### config.mk
export PLATFORM = sky130hd
export DESIGN_NAME = heart_rate_beat_detector_unit
export DESIGN_NICKNAME = d
export VERILOG_FILES = /design/src/hw/rtl/hrbd_pkg.sv /design/src/hw/rtl/hrbd_ram.sv /design/src/hw/rtl/hrbd_div.sv /design/src/hw/rtl/heart_rate_beat_detector_unit.sv
export SDC_FILE = /design/constraint.sdc
export NUM_CORES = 2
export LEC_CHECK = 0
export BUFFER_PORTS_ARGS = -buffer_cell sky130_fd_sc_hd__buf_2
export CORE_MARGIN = 2
export CORE_UTILIZATION = 50
export DETAILED_ROUTE_END_ITERATION = 7
export GPL_TIMING_DRIVEN = 0
export PLACE_DENSITY = 0.65
export SETUP_SLACK_MARGIN = 0.5
export SLEW_MARGIN = 25
export SYNTH_ARGS = -nofsm -noshare
export SYNTH_HDL_FRONTEND = slang
export SYNTH_SLANG_ARGS = --single-unit
### constraint.sdc
create_clock -name i_clk -period 22.7 [get_ports i_clk]
set_input_delay 0 -clock i_clk [delete_from_list [all_inputs] [get_ports i_clk]]
set_output_delay 0 -clock i_clk [all_outputs]
set_load 0.005 [all_outputs]
### src/hw/rtl/hrbd_pkg.sv
// ----------------------------------------------------------------------------
// hrbd_pkg
// Shared types and constants for the heart rate beat detector.
// ----------------------------------------------------------------------------
package hrbd_pkg;

    localparam int RING_BEATS = 5;
    localparam int SLOT_W     = (RING_BEATS > 1) ? $clog2(RING_BEATS) : 1;
    localparam int FILL_W     = $clog2(RING_BEATS + 1);

    localparam int TIME_W     = 32;
    localparam int SAMPLE_W   = 10;
    localparam int REFR_W     = 16;
    localparam int BOUND_W    = 8;
    localparam int TENTHS_W   = 20;
    localparam int CLASS_W    = 2;
    localparam int PROD_W     = BOUND_W + TIME_W;
    localparam int DVD_W      = TIME_W + 1;
    localparam int DCNT_W     = $clog2(DVD_W + 1);

    localparam logic [PROD_W-1:0]   BPM_NUM    = PROD_W'(60000 * (RING_BEATS - 1));
    localparam logic [DVD_W-1:0]    TENTHS_NUM = DVD_W'(600000 * (RING_BEATS - 1));
    localparam logic [TENTHS_W-1:0] TENTHS_MAX = TENTHS_W'(600000);

    localparam logic [SAMPLE_W-1:0] THRESH_RST = SAMPLE_W'(600);
    localparam logic [REFR_W-1:0]   REFR_RST   = REFR_W'(300);
    localparam logic [BOUND_W-1:0]  LO_RST     = BOUND_W'(60);
    localparam logic [BOUND_W-1:0]  HI_RST     = BOUND_W'(100);

    typedef enum logic [1:0] {
        REG_THRESH = 2'd0,
        REG_REFR   = 2'd1,
        REG_LO     = 2'd2,
        REG_HI     = 2'd3
    } t_reg_idx;

    typedef enum logic [CLASS_W-1:0] {
        CLS_NORMAL = 2'd0,
        CLS_LOW    = 2'd1,
        CLS_HIGH   = 2'd2
    } t_rate_class;

    typedef enum logic [2:0] {
        ST_IDLE,
        ST_READ,
        ST_SPAN,
        ST_MUL,
        ST_DIV,
        ST_RES,
        ST_OUT
    } t_state;

    typedef struct packed {
        logic ram_re;
        logic div_start;
        logic in_ready;
        logic out_load;
    } t_ctrl;

endpackage

### src/hw/rtl/hrbd_ram.sv
// ----------------------------------------------------------------------------
// hrbd_ram
// Generic single-write, single-read RAM with registered read data.
// ----------------------------------------------------------------------------
module hrbd_ram #(
    parameter int WIDTH = 32,
    parameter int DEPTH = 5
) (
    input  logic                                     i_clk,
    input  logic                                     i_we,
    input  logic [((DEPTH > 1) ? $clog2(DEPTH) : 1)-1:0] i_waddr,
    input  logic [WIDTH-1:0]                         i_wdata,
    input  logic                                     i_re,
    input  logic [((DEPTH > 1) ? $clog2(DEPTH) : 1)-1:0] i_raddr,
    output logic [WIDTH-1:0]                         o_rdata
);

    logic [WIDTH-1:0] r_mem [DEPTH];

    always_ff @(posedge i_clk) begin
        if (i_we) begin
            r_mem[i_waddr] <= i_wdata;
        end
        if (i_re) begin
            o_rdata <= r_mem[i_raddr];
        end
    end

endmodule

### src/hw/rtl/hrbd_div.sv
// ----------------------------------------------------------------------------
// hrbd_div
// Restoring divider, one quotient bit per cycle.
// ----------------------------------------------------------------------------
module hrbd_div (
    input  logic                                i_clk,
    input  logic                                i_rst_n,
    input  logic                                i_start,
    input  logic [hrbd_pkg::DVD_W-1:0]          i_dividend,
    input  logic [hrbd_pkg::TIME_W-1:0]         i_divisor,
    output logic                                o_done,
    output logic [hrbd_pkg::DVD_W-1:0]          o_quot
);

    logic                               r_busy;
    logic [hrbd_pkg::DCNT_W-1:0]        r_cnt;
    logic [hrbd_pkg::TIME_W-1:0]        r_rem;
    logic [hrbd_pkg::TIME_W-1:0]        r_dvs;
    logic [hrbd_pkg::DVD_W-1:0]         r_quo;
    logic                               r_done;

    logic [hrbd_pkg::TIME_W:0]          shifted;
    logic [hrbd_pkg::TIME_W:0]          diff;
    logic                               ge;

    assign shifted = {r_rem, r_quo[hrbd_pkg::DVD_W-1]};
    assign diff    = shifted - {1'b0, r_dvs};
    assign ge      = shifted >= {1'b0, r_dvs};

    always_ff @(posedge i_clk) begin
        if (!i_rst_n) begin
            r_busy <= 1'b0;
            r_done <= 1'b0;
            r_cnt  <= '0;
        end else begin
            r_done <= !i_start && r_busy &&
                      (r_cnt == hrbd_pkg::DCNT_W'(hrbd_pkg::DVD_W - 1));
            if (i_start) begin
                r_busy <= 1'b1;
                r_cnt  <= '0;
            end else if (r_busy) begin
                r_cnt <= r_cnt + 1'b1;
                if (r_cnt == hrbd_pkg::DCNT_W'(hrbd_pkg::DVD_W - 1)) begin
                    r_busy <= 1'b0;
                end
            end
        end
    end

    always_ff @(posedge i_clk) begin
        if (i_start) begin
            r_rem <= '0;
            r_dvs <= i_divisor;
            r_quo <= i_dividend;
        end else if (r_busy) begin
            r_rem <= ge ? diff[hrbd_pkg::TIME_W-1:0] : shifted[hrbd_pkg::TIME_W-1:0];
            r_quo <= {r_quo[hrbd_pkg::DVD_W-2:0], ge};
        end
    end

    assign o_done = r_done;
    assign o_quot = r_quo;

endmodule

### src/hw/rtl/heart_rate_beat_detector_unit.sv
// ----------------------------------------------------------------------------
// heart_rate_beat_detector_unit
// Threshold-crossing beat detector with a ring of beat times in RAM and an
// iterative divider for the rate in tenths of beats per minute.
// ----------------------------------------------------------------------------
// Sequence: before the ring is full a request goes straight to the output register; once
//   full it passes RAM read, span, multiply, 33-step divide and result, with no divide for a zero span.
// Throughput: one request in processing; a new request is taken only once the previous
//   result is loaded into the output register, so any output stall also holds the input.
// Reset: synchronous active-low; control, LEDs and registers to defaults,
//   ring contents are left as they are and are read only once written.
module heart_rate_beat_detector_unit (
    input  logic        i_clk,
    input  logic        i_rst_n,
    input  logic        i_s_axis_tvalid,
    output logic        o_s_axis_tready,
    input  logic [47:0] i_s_axis_tdata,   // sample[9:0], now_ms[41:10], zero pad
    output logic        o_m_axis_tvalid,
    input  logic        i_m_axis_tready,
    output logic [31:0] o_m_axis_tdata,   // rate_valid[0], rate_tenths[20:1],
                                          // rate_class[22:21], beat_accepted[23],
                                          // green_on[24], red_on[25], zero pad
    input  logic        i_psel,
    input  logic        i_penable,
    input  logic        i_pwrite,
    input  logic [3:0]  i_paddr,
    input  logic [31:0] i_pwdata,
    output logic [31:0] o_prdata,
    output logic        o_pready
);

    hrbd_pkg::t_state                   r_state, n_state;
    hrbd_pkg::t_ctrl                    ctrl;

    logic [hrbd_pkg::SAMPLE_W-1:0]      r_thresh;
    logic [hrbd_pkg::REFR_W-1:0]        r_refr;
    logic [hrbd_pkg::BOUND_W-1:0]       r_lo;
    logic [hrbd_pkg::BOUND_W-1:0]       r_hi;

    logic [hrbd_pkg::SLOT_W-1:0]        r_write_slot;
    logic [hrbd_pkg::FILL_W-1:0]        r_fill;
    logic [hrbd_pkg::TIME_W-1:0]        r_last;
    logic                               r_above;
    logic [1:0]                         r_led;

    logic [hrbd_pkg::TIME_W-1:0]        r_span;
    logic [hrbd_pkg::PROD_W-1:0]        r_lo_prod;
    logic [hrbd_pkg::PROD_W-1:0]        r_hi_prod;

    logic                               r_res_valid;
    logic [hrbd_pkg::TENTHS_W-1:0]      r_res_tenths;
    hrbd_pkg::t_rate_class              r_res_cls;
    logic                               r_res_acc;

    logic                               r_out_valid;
    logic [31:0]                        r_out_data;

    logic [hrbd_pkg::SAMPLE_W-1:0]      in_sample;
    logic [hrbd_pkg::TIME_W-1:0]        in_now;
    logic                               in_fire;
    logic                               is_above;
    logic [hrbd_pkg::TIME_W-1:0]        since;
    logic                               beat_ok;
    logic [hrbd_pkg::SLOT_W-1:0]        slot_next;
    logic [hrbd_pkg::FILL_W-1:0]        fill_next;

    logic [hrbd_pkg::TIME_W-1:0]        ram_q;
    logic                               div_done;
    logic [hrbd_pkg::DVD_W-1:0]         div_quot;
    logic [hrbd_pkg::DVD_W-1:0]         dividend;
    logic [hrbd_pkg::TENTHS_W-1:0]      tenths_sat;
    hrbd_pkg::t_rate_class              cls;

    logic                               cfg_wr;

    assign in_sample = i_s_axis_tdata[9:0];
    assign in_now    = i_s_axis_tdata[41:10];
    assign in_fire   = i_s_axis_tvalid && ctrl.in_ready;

    assign is_above  = in_sample > r_thresh;
    assign since     = in_now - r_last;
    assign beat_ok   = is_above && !r_above && (since > {16'd0, r_refr});
    assign slot_next = (r_write_slot == hrbd_pkg::SLOT_W'(hrbd_pkg::RING_BEATS - 1))
                       ? '0 : r_write_slot + 1'b1;
    assign fill_next = (beat_ok && r_fill < hrbd_pkg::FILL_W'(hrbd_pkg::RING_BEATS))
                       ? r_fill + 1'b1 : r_fill;

    hrbd_ram #(
        .WIDTH (hrbd_pkg::TIME_W),
        .DEPTH (hrbd_pkg::RING_BEATS)
    ) u_ring (
        .i_clk   (i_clk),
        .i_we    (in_fire && beat_ok),
        .i_waddr (r_write_slot),
        .i_wdata (in_now),
        .i_re    (ctrl.ram_re),
        .i_raddr (r_write_slot),
        .o_rdata (ram_q)
    );

    assign dividend = hrbd_pkg::TENTHS_NUM + {2'b00, r_span[hrbd_pkg::TIME_W-1:1]};

    hrbd_div u_div (
        .i_clk      (i_clk),
        .i_rst_n    (i_rst_n),
        .i_start    (ctrl.div_start),
        .i_dividend (dividend),
        .i_divisor  (r_span),
        .o_done     (div_done),
        .o_quot     (div_quot)
    );

    // rate and class, exact compare of bound*span against the bpm numerator for a nonzero span
    always_comb begin
        if (r_span == '0) begin
            tenths_sat = '0;
            cls        = (r_lo == '0) ? hrbd_pkg::CLS_NORMAL : hrbd_pkg::CLS_LOW;
        end else begin
            tenths_sat = (div_quot > hrbd_pkg::DVD_W'(hrbd_pkg::TENTHS_MAX))
                         ? hrbd_pkg::TENTHS_MAX : div_quot[hrbd_pkg::TENTHS_W-1:0];
            priority if (r_lo_prod > hrbd_pkg::BPM_NUM) begin
                cls = hrbd_pkg::CLS_LOW;
            end else if (hrbd_pkg::BPM_NUM > r_hi_prod) begin
                cls = hrbd_pkg::CLS_HIGH;
            end else begin
                cls = hrbd_pkg::CLS_NORMAL;
            end
        end
    end

    always_comb begin
        n_state = r_state;
        unique case (r_state)
            hrbd_pkg::ST_IDLE: begin
                if (in_fire) begin
                    n_state = (fill_next >= hrbd_pkg::FILL_W'(hrbd_pkg::RING_BEATS))
                              ? hrbd_pkg::ST_READ : hrbd_pkg::ST_OUT;
                end
            end
            hrbd_pkg::ST_READ: n_state = hrbd_pkg::ST_SPAN;
            hrbd_pkg::ST_SPAN: n_state = hrbd_pkg::ST_MUL;
            hrbd_pkg::ST_MUL: begin
                n_state = (r_span == '0) ? hrbd_pkg::ST_RES : hrbd_pkg::ST_DIV;
            end
            hrbd_pkg::ST_DIV: begin
                if (div_done) begin
                    n_state = hrbd_pkg::ST_RES;
                end
            end
            hrbd_pkg::ST_RES: n_state = hrbd_pkg::ST_OUT;
            hrbd_pkg::ST_OUT: begin
                if (ctrl.out_load) begin
                    n_state = hrbd_pkg::ST_IDLE;
                end
            end
            default: n_state = hrbd_pkg::ST_IDLE;
        endcase
    end

    always_comb begin
        ctrl = '0;
        unique case (r_state)
            hrbd_pkg::ST_IDLE: ctrl.in_ready  = 1'b1;
            hrbd_pkg::ST_READ: ctrl.ram_re    = 1'b1;
            hrbd_pkg::ST_MUL:  ctrl.div_start = (r_span != '0);
            hrbd_pkg::ST_OUT:  ctrl.out_load  = !r_out_valid || i_m_axis_tready;
            default: ctrl = '0;
        endcase
    end

    always_ff @(posedge i_clk) begin
        if (!i_rst_n) begin
            r_state <= hrbd_pkg::ST_IDLE;
        end else begin
            r_state <= n_state;
        end
    end

    // beat detection state
    always_ff @(posedge i_clk) begin
        if (!i_rst_n) begin
            r_write_slot <= '0;
            r_fill       <= '0;
            r_last       <= '0;
            r_above      <= 1'b0;
        end else if (in_fire) begin
            r_above <= is_above;
            r_fill  <= fill_next;
            if (beat_ok) begin
                r_write_slot <= slot_next;
                r_last       <= in_now;
            end
        end
    end

    // rate datapath
    always_ff @(posedge i_clk) begin
        if (r_state == hrbd_pkg::ST_SPAN) begin
            r_span <= r_last - ram_q;
        end
        if (r_state == hrbd_pkg::ST_MUL) begin
            r_lo_prod <= r_lo * r_span;
            r_hi_prod <= r_hi * r_span;
        end
        if (in_fire) begin
            r_res_acc    <= beat_ok;
            r_res_valid  <= 1'b0;
            r_res_tenths <= '0;
            r_res_cls    <= hrbd_pkg::CLS_NORMAL;
        end else if (r_state == hrbd_pkg::ST_RES) begin
            r_res_valid  <= 1'b1;
            r_res_tenths <= tenths_sat;
            r_res_cls    <= cls;
        end
    end

    always_ff @(posedge i_clk) begin
        if (!i_rst_n) begin
            r_led <= 2'b00;
        end else if (r_state == hrbd_pkg::ST_RES) begin
            r_led <= (cls == hrbd_pkg::CLS_NORMAL) ? 2'b01 : 2'b10;
        end
    end

    // output register
    always_ff @(posedge i_clk) begin
        if (!i_rst_n) begin
            r_out_valid <= 1'b0;
        end else if (ctrl.out_load) begin
            r_out_valid <= 1'b1;
        end else if (i_m_axis_tready) begin
            r_out_valid <= 1'b0;
        end
    end

    always_ff @(posedge i_clk) begin
        if (ctrl.out_load) begin
            r_out_data <= {6'd0, r_led[1], r_led[0], r_res_acc, r_res_cls,
                           r_res_tenths, r_res_valid};
        end
    end

    assign o_s_axis_tready = ctrl.in_ready;
    assign o_m_axis_tvalid = r_out_valid;
    assign o_m_axis_tdata  = r_out_data;

    // configuration
    assign cfg_wr   = i_psel && i_penable && i_pwrite;
    assign o_pready = 1'b1;

    always_ff @(posedge i_clk) begin
        if (!i_rst_n) begin
            r_thresh <= hrbd_pkg::THRESH_RST;
            r_refr   <= hrbd_pkg::REFR_RST;
            r_lo     <= hrbd_pkg::LO_RST;
            r_hi     <= hrbd_pkg::HI_RST;
        end else if (cfg_wr) begin
            unique case (hrbd_pkg::t_reg_idx'(i_paddr[3:2]))
                hrbd_pkg::REG_THRESH: r_thresh <= i_pwdata[hrbd_pkg::SAMPLE_W-1:0];
                hrbd_pkg::REG_REFR:   r_refr   <= i_pwdata[hrbd_pkg::REFR_W-1:0];
                hrbd_pkg::REG_LO:     r_lo     <= i_pwdata[hrbd_pkg::BOUND_W-1:0];
                hrbd_pkg::REG_HI:     r_hi     <= i_pwdata[hrbd_pkg::BOUND_W-1:0];
                default: ;
            endcase
        end
    end

    always_comb begin
        unique case (hrbd_pkg::t_reg_idx'(i_paddr[3:2]))
            hrbd_pkg::REG_THRESH: o_prdata = {22'd0, r_thresh};
            hrbd_pkg::REG_REFR:   o_prdata = {16'd0, r_refr};
            hrbd_pkg::REG_LO:     o_prdata = {24'd0, r_lo};
            hrbd_pkg::REG_HI:     o_prdata = {24'd0, r_hi};
            default:              o_prdata = '0;
        endcase
    end

    a_slot_range: assert property (@(posedge i_clk) disable iff (!i_rst_n)
        r_write_slot < hrbd_pkg::SLOT_W'(hrbd_pkg::RING_BEATS))
        else $error("write slot out of range");

    a_fill_range: assert property (@(posedge i_clk) disable iff (!i_rst_n)
        r_fill <= hrbd_pkg::FILL_W'(hrbd_pkg::RING_BEATS))
        else $error("fill count out of range");

    a_led_excl: assert property (@(posedge i_clk) disable iff (!i_rst_n)
        (r_out_valid && r_out_data[0]) |-> (r_out_data[24] != r_out_data[25]))
        else $error("valid rate without exactly one LED");

    a_invalid_zero: assert property (@(posedge i_clk) disable iff (!i_rst_n)
        (r_out_valid && !r_out_data[0]) |-> (r_out_data[22:1] == '0))
        else $error("rate fields set without valid rate");

    a_div_in_state: assert property (@(posedge i_clk) disable iff (!i_rst_n)
        div_done |-> (r_state == hrbd_pkg::ST_DIV))
        else $error("divider finished outside divide state");

endmodule
==> flow_metrics.tcl <==
set metrics [dict create \
    outcome "complete, no violations" \
    avgSynthCellArea_sq_um 9.75 \
    rsz0062_at_grt "false" \
    die-area_sq_um 85700 \
    worstPathRequired_ns 23.10 \
    finalClockSkew_ns 0.0508 \
    crit_path_frequent_cell "fa_1" \
    setup_viol 0 \
    yosys.area.top_type_share_pct 28.0 \
    gp_congestion 0.922 \
    wl_mm 112 \
    cts_buffers 60 \
    synthesis.area_sq_um 41700 \
    swShare_pct 37.8 \
    start_util_pct 50.6 \
    io_pins 158 \
    ys_warn_count 0 \
    dp.cells 5506 \
    vias 31500 \
    drv_slew 0 \
    clkPwrFrac_pct 24.3 \
    mostFrequentLayoutCell "nand2_1" \
    synth_cells 4278 \
    antenna_found_initial 4 \
    grt_pass1_vias 31300 \
    end_kind "register" \
    worstMarginPinSlew_ns 0.983 \
    layout_setup_ws_ns 15.55 \
    clockBufferDepth 3 \
    ys_seq_area_share_pct 35.2 \
    intPower_mw 2.63 \
    rows 105 \
    grt_usage_pct 26.4 \
    p_leak_nw 19.9 \
    yosys-top-cells-area "edfxtp_1 28%, fa_1 17%, ha_1 7.4%, dfxtp_1 7.2%, nand2_1 5.2%" \
    clk_root_buffer_cell "clkbuf_16" \
    synth_async_sr_flop_share_pct 0 \
    die_h_um 293 \
    multi_input_area_sq_um 24200 \
    ir_worst_vdd_mv 0.0718 \
    fillCellCount 7324 \
    cts_tree "yes" \
    hp-class "input port to register" \
    hpwl_mm 88.0 \
    wire_per_inst_um 19.8 \
    htree_levels 2 \
    slew_headroom_pct 33.5 \
    clkLatencyLatePin_ns 0.66 \
    p_comb_share_pct 46.0 \
    final-seq-area_sq_um 14700 \
    synth-seq-cells 539 \
    switching_power_mw 1.59 \
    pre_cts_ws_ns 15.58 \
    crit_chain "clkbuf_1, clkbuf_1, nand2_1, fa_1, inv_1, fa_1, fa_1, fa_1, ha_1, a2111oi_0, a211oi_1, o31a_1, a311o_1, a41oi_1, a21oi_1, a21o_1, a21oi_1, xnor2_1" \
    ant_nets 0 \
    critPathArrivalTime_ns 7.55 \
    clock_sinks 539 \
    hold_buffers 59 \
    grt_max_degree 34 \
    dr.pass1.iters 6 \
    yosysTopAreaCell "edfxtp_1" \
    grt_pass1_wl_mm 177 \
    drc_errors 0 \
    io_buffers 107 \
    pwr-share-seq_pct 29.7 \
    crit_slowest_cell "clkbuf_1" \
    layout-drive-gt1-share_pct 7.46 \
    fmax_mhz 140 \
    cp_max_fo 10 \
    finalCritPeriodShare_pct 31.5 \
    post-cts-setup-buffers 0 \
    slowest_delay_ns 0.77 \
    synth_edf_count 389 \
    core-area_sq_um 82400 \
    finalNetCount 5257 \
    drt_iter0_markers 2176 \
    cap_viol_max_count 0 \
    grt.overflow.total 0 \
    fin_tns_setup_ns 0 \
    viasPerCell 5.55 \
    hold_violations 0 \
    die_w_um 293 \
    area_growth_pct 12.1 \
    clkSlewWorstSetupHoldPaths_ns 0.06 \
    powerDensity_nw_per_um2 90.3 \
    layout_common_cells "580 x nand2_1, 513 x inv_1, 389 x edfxtp_1, 363 x fa_1, 246 x ha_1" \
    finalCriticalPeriod_ns 7.15 \
    cpLargestDelayFamily "compound AO/OA/AOI/OAI gates" \
    final_cell_count_no_fill 5682 \
    path_class "register to register" \
    cts_resized 0 \
    start_kind "register" \
    synthDistinctLibCells 87 \
    crit_buf_inv 3 \
    synthFlopType "edfxtp_1" \
]
-- logic make-up (layout without fill, tap and decap cells) --
family / Yosys count / count (layout) / share of synthesized area (%)
XOR/XNOR: 167 / 167 / 3.51
buffers and inverters: 759 / 1069 / 7.14
other: 2 / 26 / 0.0180
flip-flops: 539 / 539 / 35.2
AO/OA/AOI/OAI: 776 / 776 / 11.8
AND/OR/NAND/NOR: 1353 / 1353 / 15.4
multiplexers: 73 / 73 / 2.12
adder cells (fa/ha/maj): 609 / 609 / 24.8
-- power by group through the flow --
| stage | registers, mW | logic (mW) | clock network, mW |
|---|---|---|---|
| final | 1.25 | 1.94 | 1.03 |
| after global routing | 1.26 | 2.20 | 1.08 |
| after CTS | 1.25 | 1.94 | 1.04 |
| after detailed placement | 1.27 | 1.92 | 0 |
| after global placement | 1.27 | 1.89 | 0 |
| after floorplan | 1.25 | 1.51 | 0 |
-- path summary, 6_finish.rpt --
kind / slack (ns) / end / start / depth (start not counted)
setup / recovery: 15.55 / r_hi_prod[39] / r_span[4] / 18
setup reg to reg: 15.55 / r_hi_prod[39] / r_span[4] / 18
hold reg to reg: 0.42 / o_m_axis_tdata[23] / r_res_acc / 0
hold / removal: 0.03 / r_above / i_s_axis_tdata[8] / 6
-- synthesized netlist by cell type (all sizes together), types with 50 or more instances --
master,instances
a21o,64
a21oi,233
and2,243
buf,50
clkbuf,193
dfxtp,150
edfxtp,389
fa,363
ha,246
inv,515
mux2i,57
nand2,582
nand3,90
nor2,203
o21ai,184
xnor2,106
xor2,61
-- registers in the layout (all words and copies together), names as in the netlist, 32 cells and up --
signal,count
u_div.o_quot,33
u_ring.r_mem,160
u_div.r_rem,32
u_div.r_dvs,32
r_lo_prod,40
r_span,32
u_ring.o_rdata,32
r_hi_prod,33
r_last,32
-- worst register-to-register path: stages, from the launching register on --
cell       delay, ns
edfxtp_1        0.43
clkbuf_1        0.77
clkbuf_1        0.47
nand2_1         0.15
fa_1            0.52
inv_1           0.06
fa_1            0.53
fa_1            0.53
fa_1            0.50
ha_1            0.38
a2111oi_0       0.62
a211oi_1        0.31
o31a_1          0.40
a311o_1         0.42
a41oi_1         0.25
a21oi_1         0.14
a21o_1          0.19
a21oi_1         0.17
xnor2_1         0.09
-- per-stage QoR --
step,util (%),hold WS (ns),power [mW],cell area (sq um)
after floorplan,-,0.0989,2.76,41800
after global placement,53.0,0.246,3.16,43700
after detailed placement,53.5,0.249,3.19,44000
after CTS,56.7,0.00150,4.24,46700
after global routing,56.7,0.0612,4.54,46700
final,56.7,0.0309,4.22,46700
-- layout make-up --
type | count | share of cell area [%]
clock buffers | 77 | 3.54
flip-flops and latches | 539 | 31.4
inverters | 516 | 4.14
multi-input cells | 3001 | 51.7
plain buffers | 243 | 2.23
well taps | 1070 | 2.86
diodes | 3 | 0.0161
repair buffers | 196 | 3.10
clock inverters | 37 | 0.950
-- metal layers --
layer / wire length, um / vias up / share of wire (%) / GRT usage [%]
li1: - / 14900 / - / -
met1: 48900 / 15500 / 44 / 36.1
met2: 53100 / 996 / 47 / 44.0
met3: 8390 / 127 / 7.5 / 5.04
met4: 2000 / 0 / 1.8 / 5.34
met5: 0 / - / 0 / 0
Power figures use the tool's default switching activity.
